==> src/hw/rtl/yuyv565_pkg.sv <==
// ----------------------------------------------------------------------------
// yuyv565_pkg
// Shared types and constants of the YUYV pair to RGB565 converter: BT.601
// coefficients, register indexes, reset sizes and the coordinate record.
// ----------------------------------------------------------------------------
package yuyv565_pkg;

    // Frame geometry
    localparam int COORD_LIMIT_DEFAULT = 1024;
    localparam int CFG_WIDTH           = 11;
    localparam int COORD_OUT_WIDTH     = 10;

    localparam logic [CFG_WIDTH-1:0] FRAME_WIDTH_RESET  = 11'd240;
    localparam logic [CFG_WIDTH-1:0] FRAME_HEIGHT_RESET = 11'd240;

    // Configuration register indexes
    localparam logic REG_FRAME_WIDTH  = 1'b0;
    localparam logic REG_FRAME_HEIGHT = 1'b1;

    // BT.601 limited range, coefficients scaled by 256
    localparam int LUMA_OFFSET   = 16;
    localparam int CHROMA_OFFSET = 128;
    localparam int K_Y           = 298;
    localparam int K_RV          = 409;
    localparam int K_GU          = 100;
    localparam int K_GV          = 208;
    localparam int K_BU          = 516;
    localparam int K_ROUND       = 128;

    // Position of one pixel pair in the frame
    typedef struct packed {
        logic [COORD_OUT_WIDTH-1:0] column;
        logic [COORD_OUT_WIDTH-1:0] row;
        logic                       end_of_frame;
    } pos_t;

endpackage

==> src/hw/rtl/yuyv565_coord.sv <==
// ----------------------------------------------------------------------------
// yuyv565_coord
// Column and row counters over a frame of programmable size. Reports the
// position of the pair being accepted and advances on each accepted word.
// ----------------------------------------------------------------------------
module yuyv565_coord
    import yuyv565_pkg::*;
#(
    parameter int COORD_LIMIT = COORD_LIMIT_DEFAULT
) (
    input  logic                 aclk,
    input  logic                 aresetn,
    input  logic                 advance,
    input  logic [CFG_WIDTH-1:0] frame_width,
    input  logic [CFG_WIDTH-1:0] frame_height,
    output pos_t                 pos
);

    localparam int CW = $clog2(COORD_LIMIT);
    // compare width: holds the limit, the raw register and counter + 2
    localparam int SW = (CW + 1 > CFG_WIDTH) ? CW + 1 : CFG_WIDTH;
    localparam int XW = (CW > COORD_OUT_WIDTH) ? CW : COORD_OUT_WIDTH;

    logic [CW-1:0] column_reg, column_next;
    logic [CW-1:0] row_reg, row_next;
    logic [SW-1:0] width_even;
    logic [SW-1:0] width_eff;
    logic [SW-1:0] height_eff;
    logic [XW-1:0] column_ext;
    logic [XW-1:0] row_ext;
    logic          row_end;
    logic          last_row;

    // effective size: drop the odd width bit, floor at one pair / one row,
    // saturate at the limit
    always_comb begin
        width_even = SW'(frame_width) & ~SW'(1);
        if (width_even < SW'(2)) begin
            width_eff = SW'(2);
        end else if (width_even > SW'(COORD_LIMIT)) begin
            width_eff = SW'(COORD_LIMIT);
        end else begin
            width_eff = width_even;
        end
        if (frame_height == '0) begin
            height_eff = SW'(1);
        end else if (SW'(frame_height) > SW'(COORD_LIMIT)) begin
            height_eff = SW'(COORD_LIMIT);
        end else begin
            height_eff = SW'(frame_height);
        end
    end

    // "at or beyond" so a counter left past a shrunk size wraps at once
    assign row_end  = (SW'(column_reg) + SW'(2)) >= width_eff;
    assign last_row = (SW'(row_reg) + SW'(1)) >= height_eff;

    always_comb begin
        column_next = column_reg;
        row_next    = row_reg;
        if (advance) begin
            if (row_end) begin
                column_next = '0;
                row_next    = last_row ? '0 : row_reg + CW'(1);
            end else begin
                column_next = column_reg + CW'(2);
            end
        end
    end

    always_ff @(posedge aclk) begin
        if (!aresetn) begin
            column_reg <= '0;
            row_reg    <= '0;
        end else begin
            column_reg <= column_next;
            row_reg    <= row_next;
        end
    end

    assign column_ext       = XW'(column_reg);
    assign row_ext          = XW'(row_reg);
    assign pos.column       = column_ext[COORD_OUT_WIDTH-1:0];
    assign pos.row          = row_ext[COORD_OUT_WIDTH-1:0];
    assign pos.end_of_frame = row_end && last_row;

endmodule

==> src/hw/rtl/yuyv565_convert.sv <==
// ----------------------------------------------------------------------------
// yuyv565_convert
// One pixel of BT.601 limited-range YCbCr to RGB565: constant multiplies,
// rounding, floor shift, clamp to 0..255 and 5-6-5 packing.
// ----------------------------------------------------------------------------
module yuyv565_convert
    import yuyv565_pkg::*;
(
    input  logic [7:0]  luma,
    input  logic [7:0]  chroma_u,
    input  logic [7:0]  chroma_v,
    output logic [15:0] pixel
);

    localparam int AW = 19;

    logic signed [AW-1:0] c, d, e;
    logic signed [AW-1:0] y_term;
    logic signed [AW-1:0] red_acc, green_acc, blue_acc;
    logic [7:0]           red, green, blue;

    function automatic logic [7:0] clamp_channel(input logic signed [AW-1:0] acc);
        logic signed [AW-1:0] shifted;
        logic signed [AW-9:0] q;
        shifted = acc >>> 8;
        q       = shifted[AW-9:0];
        if (q < 0) begin
            return 8'd0;
        end else if (q > 255) begin
            return 8'd255;
        end else begin
            return q[7:0];
        end
    endfunction

    always_comb begin
        c = $signed(AW'(luma))     - AW'(LUMA_OFFSET);
        d = $signed(AW'(chroma_u)) - AW'(CHROMA_OFFSET);
        e = $signed(AW'(chroma_v)) - AW'(CHROMA_OFFSET);

        y_term    = c * AW'(K_Y) + AW'(K_ROUND);
        red_acc   = y_term + e * AW'(K_RV);
        green_acc = y_term - d * AW'(K_GU) - e * AW'(K_GV);
        blue_acc  = y_term + d * AW'(K_BU);

        red   = clamp_channel(red_acc);
        green = clamp_channel(green_acc);
        blue  = clamp_channel(blue_acc);

        pixel = {red[7:3], green[7:2], blue[7:3]};
    end

endmodule

==> src/hw/rtl/yuyv_pair_to_rgb565.sv <==
// ----------------------------------------------------------------------------
// yuyv_pair_to_rgb565
// Streaming YUYV macropixel to RGB565 pixel pair converter with frame
// column / row tracking and an end-of-frame marker.
// ----------------------------------------------------------------------------
//
//  Channel  Dir  Handshake             Word contents
//  -------  ---  --------------------  ------------------------------------
//  s_       in   s_tvalid / s_tready   one YUYV macropixel (Y0 U Y1 V)
//  m_       out  m_tvalid / m_tready   two RGB565 pixels, column, row; tlast
//                                      flags the last pair of the frame
//  cfg_     in   cfg_wr_en             frame_width (0), frame_height (1)
//
//  Throughput is one word per cycle while m_ does not stall; a word accepted
//  on s_ passes the input register, then the result register, before
//  m_tvalid shows it.
//  The conversion is a single combinational pass between those registers.
//  Reset (aresetn low at a clock edge) empties both registers, clears the
//  counters and loads 240 x 240. A stall on m_ holds the result register;
//  the input register still takes one more word, so s_tready drops only
//  when both are full.
//
// ----------------------------------------------------------------------------
module yuyv_pair_to_rgb565
    import yuyv565_pkg::*;
#(
    parameter int COORD_LIMIT = COORD_LIMIT_DEFAULT
) (
    input  logic                 aclk,
    input  logic                 aresetn,

    // config write port
    input  logic                 cfg_wr_en,
    input  logic                 cfg_addr,
    input  logic [CFG_WIDTH-1:0] cfg_wr_data,

    // input stream
    input  logic                 s_tvalid,
    output logic                 s_tready,
    // [7:0] luma_first, [15:8] chroma_u, [23:16] luma_second, [31:24] chroma_v
    input  logic [31:0]          s_tdata,

    // result stream
    output logic                 m_tvalid,
    input  logic                 m_tready,
    // [15:0] pixel_even, [31:16] pixel_odd, [41:32] column, [51:42] row,
    // [55:52] zero
    output logic [55:0]          m_tdata,
    output logic                 m_tlast
);

    logic [CFG_WIDTH-1:0] frame_width_reg;
    logic [CFG_WIDTH-1:0] frame_height_reg;

    logic        s_accept;
    pos_t        pos_in;

    // input register
    logic        s1_valid_reg;
    logic        s1_ready;
    logic [31:0] s1_data_reg;
    pos_t        s1_pos_reg;

    // conversion outputs
    logic [15:0] pix_even;
    logic [15:0] pix_odd;

    // result register
    logic        m_valid_reg;
    logic [15:0] m_pix_even_reg;
    logic [15:0] m_pix_odd_reg;
    pos_t        m_pos_reg;

    // ---------------------------------------------------------------- config
    always_ff @(posedge aclk) begin
        if (!aresetn) begin
            frame_width_reg  <= FRAME_WIDTH_RESET;
            frame_height_reg <= FRAME_HEIGHT_RESET;
        end else if (cfg_wr_en) begin
            case (cfg_addr)
                REG_FRAME_WIDTH:  frame_width_reg  <= cfg_wr_data;
                REG_FRAME_HEIGHT: frame_height_reg <= cfg_wr_data;
                default: ;
            endcase
        end
    end

    // -------------------------------------------------------------- handshake
    // Advance the input register whenever the result register frees up.
    assign s1_ready = !m_valid_reg || m_tready;
    assign s_tready = !s1_valid_reg || s1_ready;
    assign s_accept = s_tvalid && s_tready;

    // -------------------------------------------------------- frame position
    yuyv565_coord #(
        .COORD_LIMIT (COORD_LIMIT)
    ) u_coord (
        .aclk         (aclk),
        .aresetn      (aresetn),
        .advance      (s_accept),
        .frame_width  (frame_width_reg),
        .frame_height (frame_height_reg),
        .pos          (pos_in)
    );

    // --------------------------------------------------------- input register
    always_ff @(posedge aclk) begin
        if (!aresetn) begin
            s1_valid_reg <= 1'b0;
        end else if (s_tready) begin
            s1_valid_reg <= s_tvalid;
        end
    end

    // capture payload together with the position it was accepted at
    always_ff @(posedge aclk) begin
        if (s_accept) begin
            s1_data_reg <= s_tdata;
            s1_pos_reg  <= pos_in;
        end
    end

    // ------------------------------------------------------------- conversion
    yuyv565_convert u_convert_even (
        .luma     (s1_data_reg[7:0]),
        .chroma_u (s1_data_reg[15:8]),
        .chroma_v (s1_data_reg[31:24]),
        .pixel    (pix_even)
    );

    yuyv565_convert u_convert_odd (
        .luma     (s1_data_reg[23:16]),
        .chroma_u (s1_data_reg[15:8]),
        .chroma_v (s1_data_reg[31:24]),
        .pixel    (pix_odd)
    );

    // -------------------------------------------------------- result register
    always_ff @(posedge aclk) begin
        if (!aresetn) begin
            m_valid_reg <= 1'b0;
        end else if (s1_ready) begin
            m_valid_reg <= s1_valid_reg;
        end
    end

    // load on a move out of the input register, hold while stalled
    always_ff @(posedge aclk) begin
        if (s1_ready && s1_valid_reg) begin
            m_pix_even_reg <= pix_even;
            m_pix_odd_reg  <= pix_odd;
            m_pos_reg      <= s1_pos_reg;
        end
    end

    assign m_tvalid = m_valid_reg;
    assign m_tdata  = {4'd0, m_pos_reg.row, m_pos_reg.column,
                       m_pix_odd_reg, m_pix_even_reg};
    assign m_tlast  = m_pos_reg.end_of_frame;

endmodule

==> config.mk <==
export PLATFORM = sky130hd
export DESIGN_NAME = yuyv_pair_to_rgb565
export DESIGN_NICKNAME = d
export VERILOG_FILES = /design/src/hw/rtl/yuyv565_pkg.sv /design/src/hw/rtl/yuyv565_coord.sv /design/src/hw/rtl/yuyv565_convert.sv /design/src/hw/rtl/yuyv_pair_to_rgb565.sv
export SDC_FILE = /design/constraint.sdc
export NUM_CORES = 1
export LEC_CHECK = 0
export BUFFER_PORTS_ARGS = -buffer_cell sky130_fd_sc_hd__buf_4
export CORE_MARGIN = 5
export CORE_UTILIZATION = 60
export DETAILED_ROUTE_END_ITERATION = 10
export PLACE_DENSITY_LB_ADDON = 0.15
export SETUP_SLACK_MARGIN = 0.1
export SYNTH_ARGS = -nofsm -noshare
export SYNTH_HDL_FRONTEND = slang
export SYNTH_SLANG_ARGS = --single-unit
==> constraint.sdc <==
create_clock -name aclk -period 15.55 [get_ports aclk]
set_clock_uncertainty 0.05 [all_clocks]
set_input_delay 0 -clock aclk [delete_from_list [all_inputs] [get_ports aclk]]
set_output_delay 0 -clock aclk [all_outputs]
set_load 0.05 [all_outputs]
==> run summary, run 1 <==
CTS tree -> done
Clock-pin slew on the worst setup and hold paths -> 0.08 ns
Synth Instances -> 1695
CTS Buf Count -> 17
Final wirelength -> 38000 um
Core Util, Final -> 0.690
Share of layout cells above drive strength 1 -> 0.0920
Placer Congestion -> 0.925
Final Critical Period -> 7.97 ns
Post-Place Cells -> 2127
Post-synth top area cell -> ha_1
GR Overflow Total -> 0
Longest Clk Path Bufs -> 2
Synth unique cells -> 81
Full die area -> 30300 um2
WP data required -> 15.70 ns
Clk root buf -> clkbuf_16
Diodes inserted -> 0
Max-slew violations -> 0
Final nets -> 2310
Synth Area in XOR/XNOR -> 0.0698
Post-Synth Simple-Gate Area -> 0.125
Fin Setup TNS -> 0 ns
Main combinational cell family by area after synthesis -> adder cells
Cts repair resizes -> 0
Critical path's top delay family -> adder cells
Avg WL per Cell -> 17.2 um
GRT Overall Usage -> 0.256
Adder-cell share of the synthesized area -> 0.350
Synth Flop Type -> edfxtp_1
# H-tree levels -> 4
Metal-1 WL -> 17200 um
First-pass DRT Iterations -> 5
Largest net degree at the start of global routing -> 63
Final Hold Fails -> 0
Max-cap violations -> 0
Vias in the first global route -> 12.4k
Initial antenna violation count -> 0
Top post-synthesis cells by area -> ha_1 25%, edfxtp_1 19%, fa_1 9.7%
Routed Antenna Nets -> 0
Worst-margin pin slew -> 1.37 ns
Syn Area/Cell -> 9.53 um2
Top routing layer in use -> met4
Hold_ws -> 0.0440 ns
Die W -> 174 um
Cell mode on critical path -> ha_1
Status -> complete, no violations
Vias per std cell -> 5.66
F_max -> 126 MHz
Critical Path End Type -> flip-flop
Worst EP arrival -> 8.12 ns
CP peak stage delay -> 0.66 ns
I/O pin total -> 108
Compound-cell area share of the yosys netlist -> 0.142
Initial core utilization -> 0.605
Worst skew pair latency -> 0.44 ns
Final Setup Violations -> 0
Hold crit path type -> primary input to flip-flop
Post-synth ARST share -> 0
CP startpoint kind -> flip-flop
Post-synthesis sequential area ratio -> 0.245
YS warnings -> 0
Cell Area, Synth -> 16200 um2
Core box area -> 26700 um2
Unrepaired setup endpoints after global routing -> false
Setup Crit Path Kind -> flip-flop to flip-flop
CP Max Fanout -> 11
Finished Layout Cells -> 2210
Total number of vias -> 12.5k
PortBufs -> 102
Buffers and inverters on the worst path -> 3
# rows -> 60
Wire length on met2 -> 18100 um
Metal3 WL -> 1990 um
Post-synth EDFFs -> 104
Syn-to-layout area delta -> 14.2%
DRT iter0 DRCs -> 790
Max reg flops -> 32
Drt drc -> 0
Fin crit share -> 0.512
Proportion of synthesized area in mux cells -> 0.00759
# clock sinks -> 146
Synth Register Bits -> 146
Global-route wire length before repair -> 62900 um
CP max-delay cell -> nor3b_2
Synth top area share -> 0.253
Postcts setup bufs -> 0
DIE HEIGHT -> 174 um
Max_slew headroom -> 0.0853
Dpl hpwl -> 30500 um
Yosys cell counts (all sizes together), types with 29 or more instances:
library cell / count
xnor2: 72
a21oi: 82
o21a: 43
dfxtp: 42
nand2: 119
o21ai: 60
inv: 233
fa: 78
a21o: 32
edfxtp: 104
xor2: 49
nor2: 104
a21boi: 29
ha: 327
nand3: 38
cell families after synthesis:
group,count (synthesis)
AO/OA/AOI/OAI,342
AND/OR/NAND/NOR,414
flip-flops,146
buffers and inverters,253
XOR/XNOR,123
adder cells (fa/ha/maj),405
other,1
multiplexers,11
final timing paths:
kind                       startpoint                               to  slack, ns  cells after the start
min                         cfg_wr_en  frame_width_reg[1]$_SDFFE_PN0P_       0.04                      4
max          s1_data_reg[4]$_DFFE_PP_  m_pix_even_reg[6]$_SDFFCE_PN0P_       7.58                     26
max reg2reg  s1_data_reg[4]$_DFFE_PP_  m_pix_even_reg[6]$_SDFFCE_PN0P_       7.58                     26
min reg2reg   s1_pos_reg[6]$_DFFE_PP_            m_tdata[47]$_DFFE_PP_       0.37                      0
cell type report:
type                       instances  area (um2)
clock buffer                      17         425
clock inverter                    15         201
fill                            2059        8280
inverter                         235         882
multi-input combinational       1300       11200
sequential                       146        3960
tap                              341         427
timing repair buffer             156        1300
through the flow:
step                cell area, um2  setup WS [ns]
floorplan                    16200           8.42
global placement             17300           7.86
detailed placement           17300           7.64
CTS                          18400           7.63
global route                 18400           6.96
finish                       18400           7.58
worst min-delay path: stages:
cell and delay [ns]:
buf_4 0.12, nor2b_1 0.21, nand2_1 0.09, a21boi_0 0.06
routing by layer:
| layer | vias to the layer above | GRT usage |
|---|---|---|
| li1 | 6251 | - |
| met2 | 340 | 0.435 |
| met3 | 38 | 0.0309 |
| met4 | 0 | 0.0660 |
| met1 | 5874 | 0.349 |
| met5 | - | 0 |
repair_timing:
action	CTS	global route
endpoints found under the hold margin	74	0
endpoints found under the setup margin	0	0
hold buffers	51	0
placed cells by master (no fill, tap or decap), types with 5 or more instances in the layout:
cell	n
a211o_1	6
a211oi_1	13
a21boi_0	29
a21o_1	32
a21oi_1	82
a31oi_1	11
and2_1	17
and3_1	14
buf_4	105
clkbuf_16	17
clkinv_8	6
conb_1	5
dfxtp_1	42
dlygate4sd3_1	51
edfxtp_1	104
fa_1	78
ha_1	327
inv_1	231
mux2i_1	7
nand2_1	119
nand2b_1	11
nand3_1	38
nand3b_1	7
nand4_1	7
nor2_1	104
nor2b_1	22
nor3_1	25
nor4_1	9
o2111ai_1	5
o211ai_1	8
o21a_1	43
o21ai_0	60
o21bai_1	9
o31a_1	6
or2_2	10
or3_1	10
or4_1	6
xnor2_1	69
xor2_1	49
Power of run 1 is not shown: default switching activity piles up to over one toggle a cycle in this logic, so the estimate is an artifact.
==> run 2, diff against run 1 <==
--- a/config.mk
+++ b/config.mk
@@ -7,7 +7,7 @@
 export LEC_CHECK = 0
 export BUFFER_PORTS_ARGS = -buffer_cell sky130_fd_sc_hd__buf_4
 export CORE_MARGIN = 5
-export CORE_UTILIZATION = 60
+export CORE_UTILIZATION = 57
 export DETAILED_ROUTE_END_ITERATION = 10
 export PLACE_DENSITY_LB_ADDON = 0.15
 export SETUP_SLACK_MARGIN = 0.1
==> constraint.sdc (replaced) <==
create_clock -name aclk -period 6.8 [get_ports aclk]
set_clock_uncertainty 0.05 [all_clocks]
set_input_delay 0 -clock aclk [delete_from_list [all_inputs] [get_ports aclk]]
set_output_delay 0 -clock aclk [all_outputs]
set_load 0.05 [all_outputs]
==> run summary, run 2 (synthesized netlist as in run 1, its figures left out) <==
Dpl ws -> -0.212 ns
Share of layout cells above drive strength 1 -> 0.210
DRT iter0 DRCs -> 737
Core Util, Final -> 0.730
Metal3 WL -> 1690 um
Status -> complete, no violations
Clk root buf -> clkbuf_16
Setup Crit Path Kind -> flip-flop to flip-flop
Placer Congestion -> 0.937
I/O pin total -> 108
# H-tree levels -> 4
Max_slew headroom -> 0.417
Largest net degree at the start of global routing -> 63
Finished Layout Cells -> 2349
Max-cap violations -> 0
Clock-pin slew on the worst setup and hold paths -> 0.08 ns
Dpl hpwl -> 31100 um
Vias in the first global route -> 12.9k
Critical Path End Type -> flip-flop
# clock sinks -> 146
Fin crit share -> 0.984
Initial antenna violation count -> 0
Final Setup Violations -> 0
CTS Buf Count -> 17
Vias per std cell -> 5.55
Hold_ws -> 0.0426 ns
CP startpoint kind -> flip-flop
Syn-to-layout area delta -> 25.9%
CP Max Fanout -> 5
Initial core utilization -> 0.580
CTS tree -> done
Avg WL per Cell -> 17.3 um
Total number of vias -> 13.0k
Worst EP arrival -> 6.82 ns
Final Critical Period -> 6.69 ns
Worst-margin pin slew -> 0.867 ns
DIE HEIGHT -> 178 um
Area of the multi-input gates -> 12300 um2
Routed Antenna Nets -> 0
Diodes inserted -> 0
Final worst setup slack -> 0.109 ns
WP data required -> 6.93 ns
Most common cell after layout, fill and taps aside -> ha_1
Top routing layer in use -> met4
Core box area -> 27900 um2
First-pass DRT Iterations -> 5
Die W -> 178 um
GRT Overall Usage -> 0.251
Final nets -> 2412
Unrepaired setup endpoints after global routing -> true
Hold crit path type -> primary input to flip-flop
# rows -> 61
Max reg flops -> 32
GR Overflow Total -> 0
Final wirelength -> 40500 um
Worst skew pair latency -> 0.44 ns
Drt drc -> 0
Post-Place Cells -> 2223
Fill count -> 1986
Final Hold Fails -> 0
Longest Clk Path Bufs -> 2
Max-slew violations -> 0
Metal-1 WL -> 18100 um
F_max -> 149 MHz
Global-route wire length before repair -> 63800 um
Wire length on met2 -> 19600 um
Most frequent cells in the layout -> 297 x ha_1, 217 x inv_1, 199 x buf_4
PortBufs -> 102
Reg area -> 3960 um2
Full die area -> 31800 um2
run 2: cell count changes in the layout (fill, tap and decap cells not counted), sizes merged:
cell         previous run  this run
buf                   105       205
inv                   241       245
clkinv                  9         4
clkinvlp                0         1
dlygate4sd3            51        53
run 2: critical path, cell delays in order, from the launching register on:
cell,delay (ns)
edfxtp_1,0.43
inv_2,0.10
ha_4,0.16
xor2_4,0.23
ha_1,0.27
ha_1,0.29
ha_1,0.27
inv_1,0.05
fa_1,0.53
inv_1,0.07
ha_1,0.31
a211oi_2,0.29
nor2_2,0.09
xor2_2,0.18
buf_4,0.15
xor2_4,0.21
fa_1,0.47
ha_1,0.35
nand4_1,0.17
a211oi_2,0.34
o31a_1,0.30
o41ai_4,0.12
o31ai_2,0.25
xor2_1,0.20
xnor2_1,0.13
xnor2_2,0.23
buf_6,0.16
a21oi_2,0.04
run 2: final timing paths:
check,slack [ns],start,cells after the start,end
worst max-delay path,0.11,s1_data_reg[20]$_DFFE_PP_,27,m_pix_odd_reg[6]$_SDFFCE_PN0P_
worst min-delay path,0.04,cfg_wr_en,4,frame_width_reg[2]$_SDFFE_PN0P_
worst max register to register,0.11,s1_data_reg[20]$_DFFE_PP_,27,m_pix_odd_reg[6]$_SDFFCE_PN0P_
worst min register to register,0.37,s1_pos_reg[8]$_DFFE_PP_,0,m_tdata[49]$_DFFE_PP_
run 2: per-stage QoR:
stage,TNS [ns],cell area [um2]
after floorplan,0,16300
after global placement,-0.447,18000
after detailed placement,-2.30,18000
after CTS,0,19600
after global routing,-1.15,20300
final,0,20300
run 2: area by class of cell:
cell class | instances | area share
multi-input cells | 1300 | 0.606
inverters | 235 | 0.0435
clock buffers | 17 | 0.0209
clock inverters | 15 | 0.00861
repair buffers | 258 | 0.103
flip-flops and latches | 146 | 0.195
well taps | 378 | 0.0233
run 2: repair_timing:
action,4_1_cts,5_1_grt
endpoints found under the hold margin,74,0
resized for setup,64,103
hold buffers,53,0
pin swaps,38,79
setup buffers,16,25
endpoints found under the setup margin,27,32
run 2: routing by layer:
| layer | up-vias | track usage |
|---|---|---|
| met5 | - | 0 |
| met1 | 6203 | 0.337 |
| li1 | 6453 | - |
| met4 | 0 | 0.0764 |
| met2 | 306 | 0.428 |
| met3 | 74 | 0.0299 |
Power of run 2 is left out for the same reason.
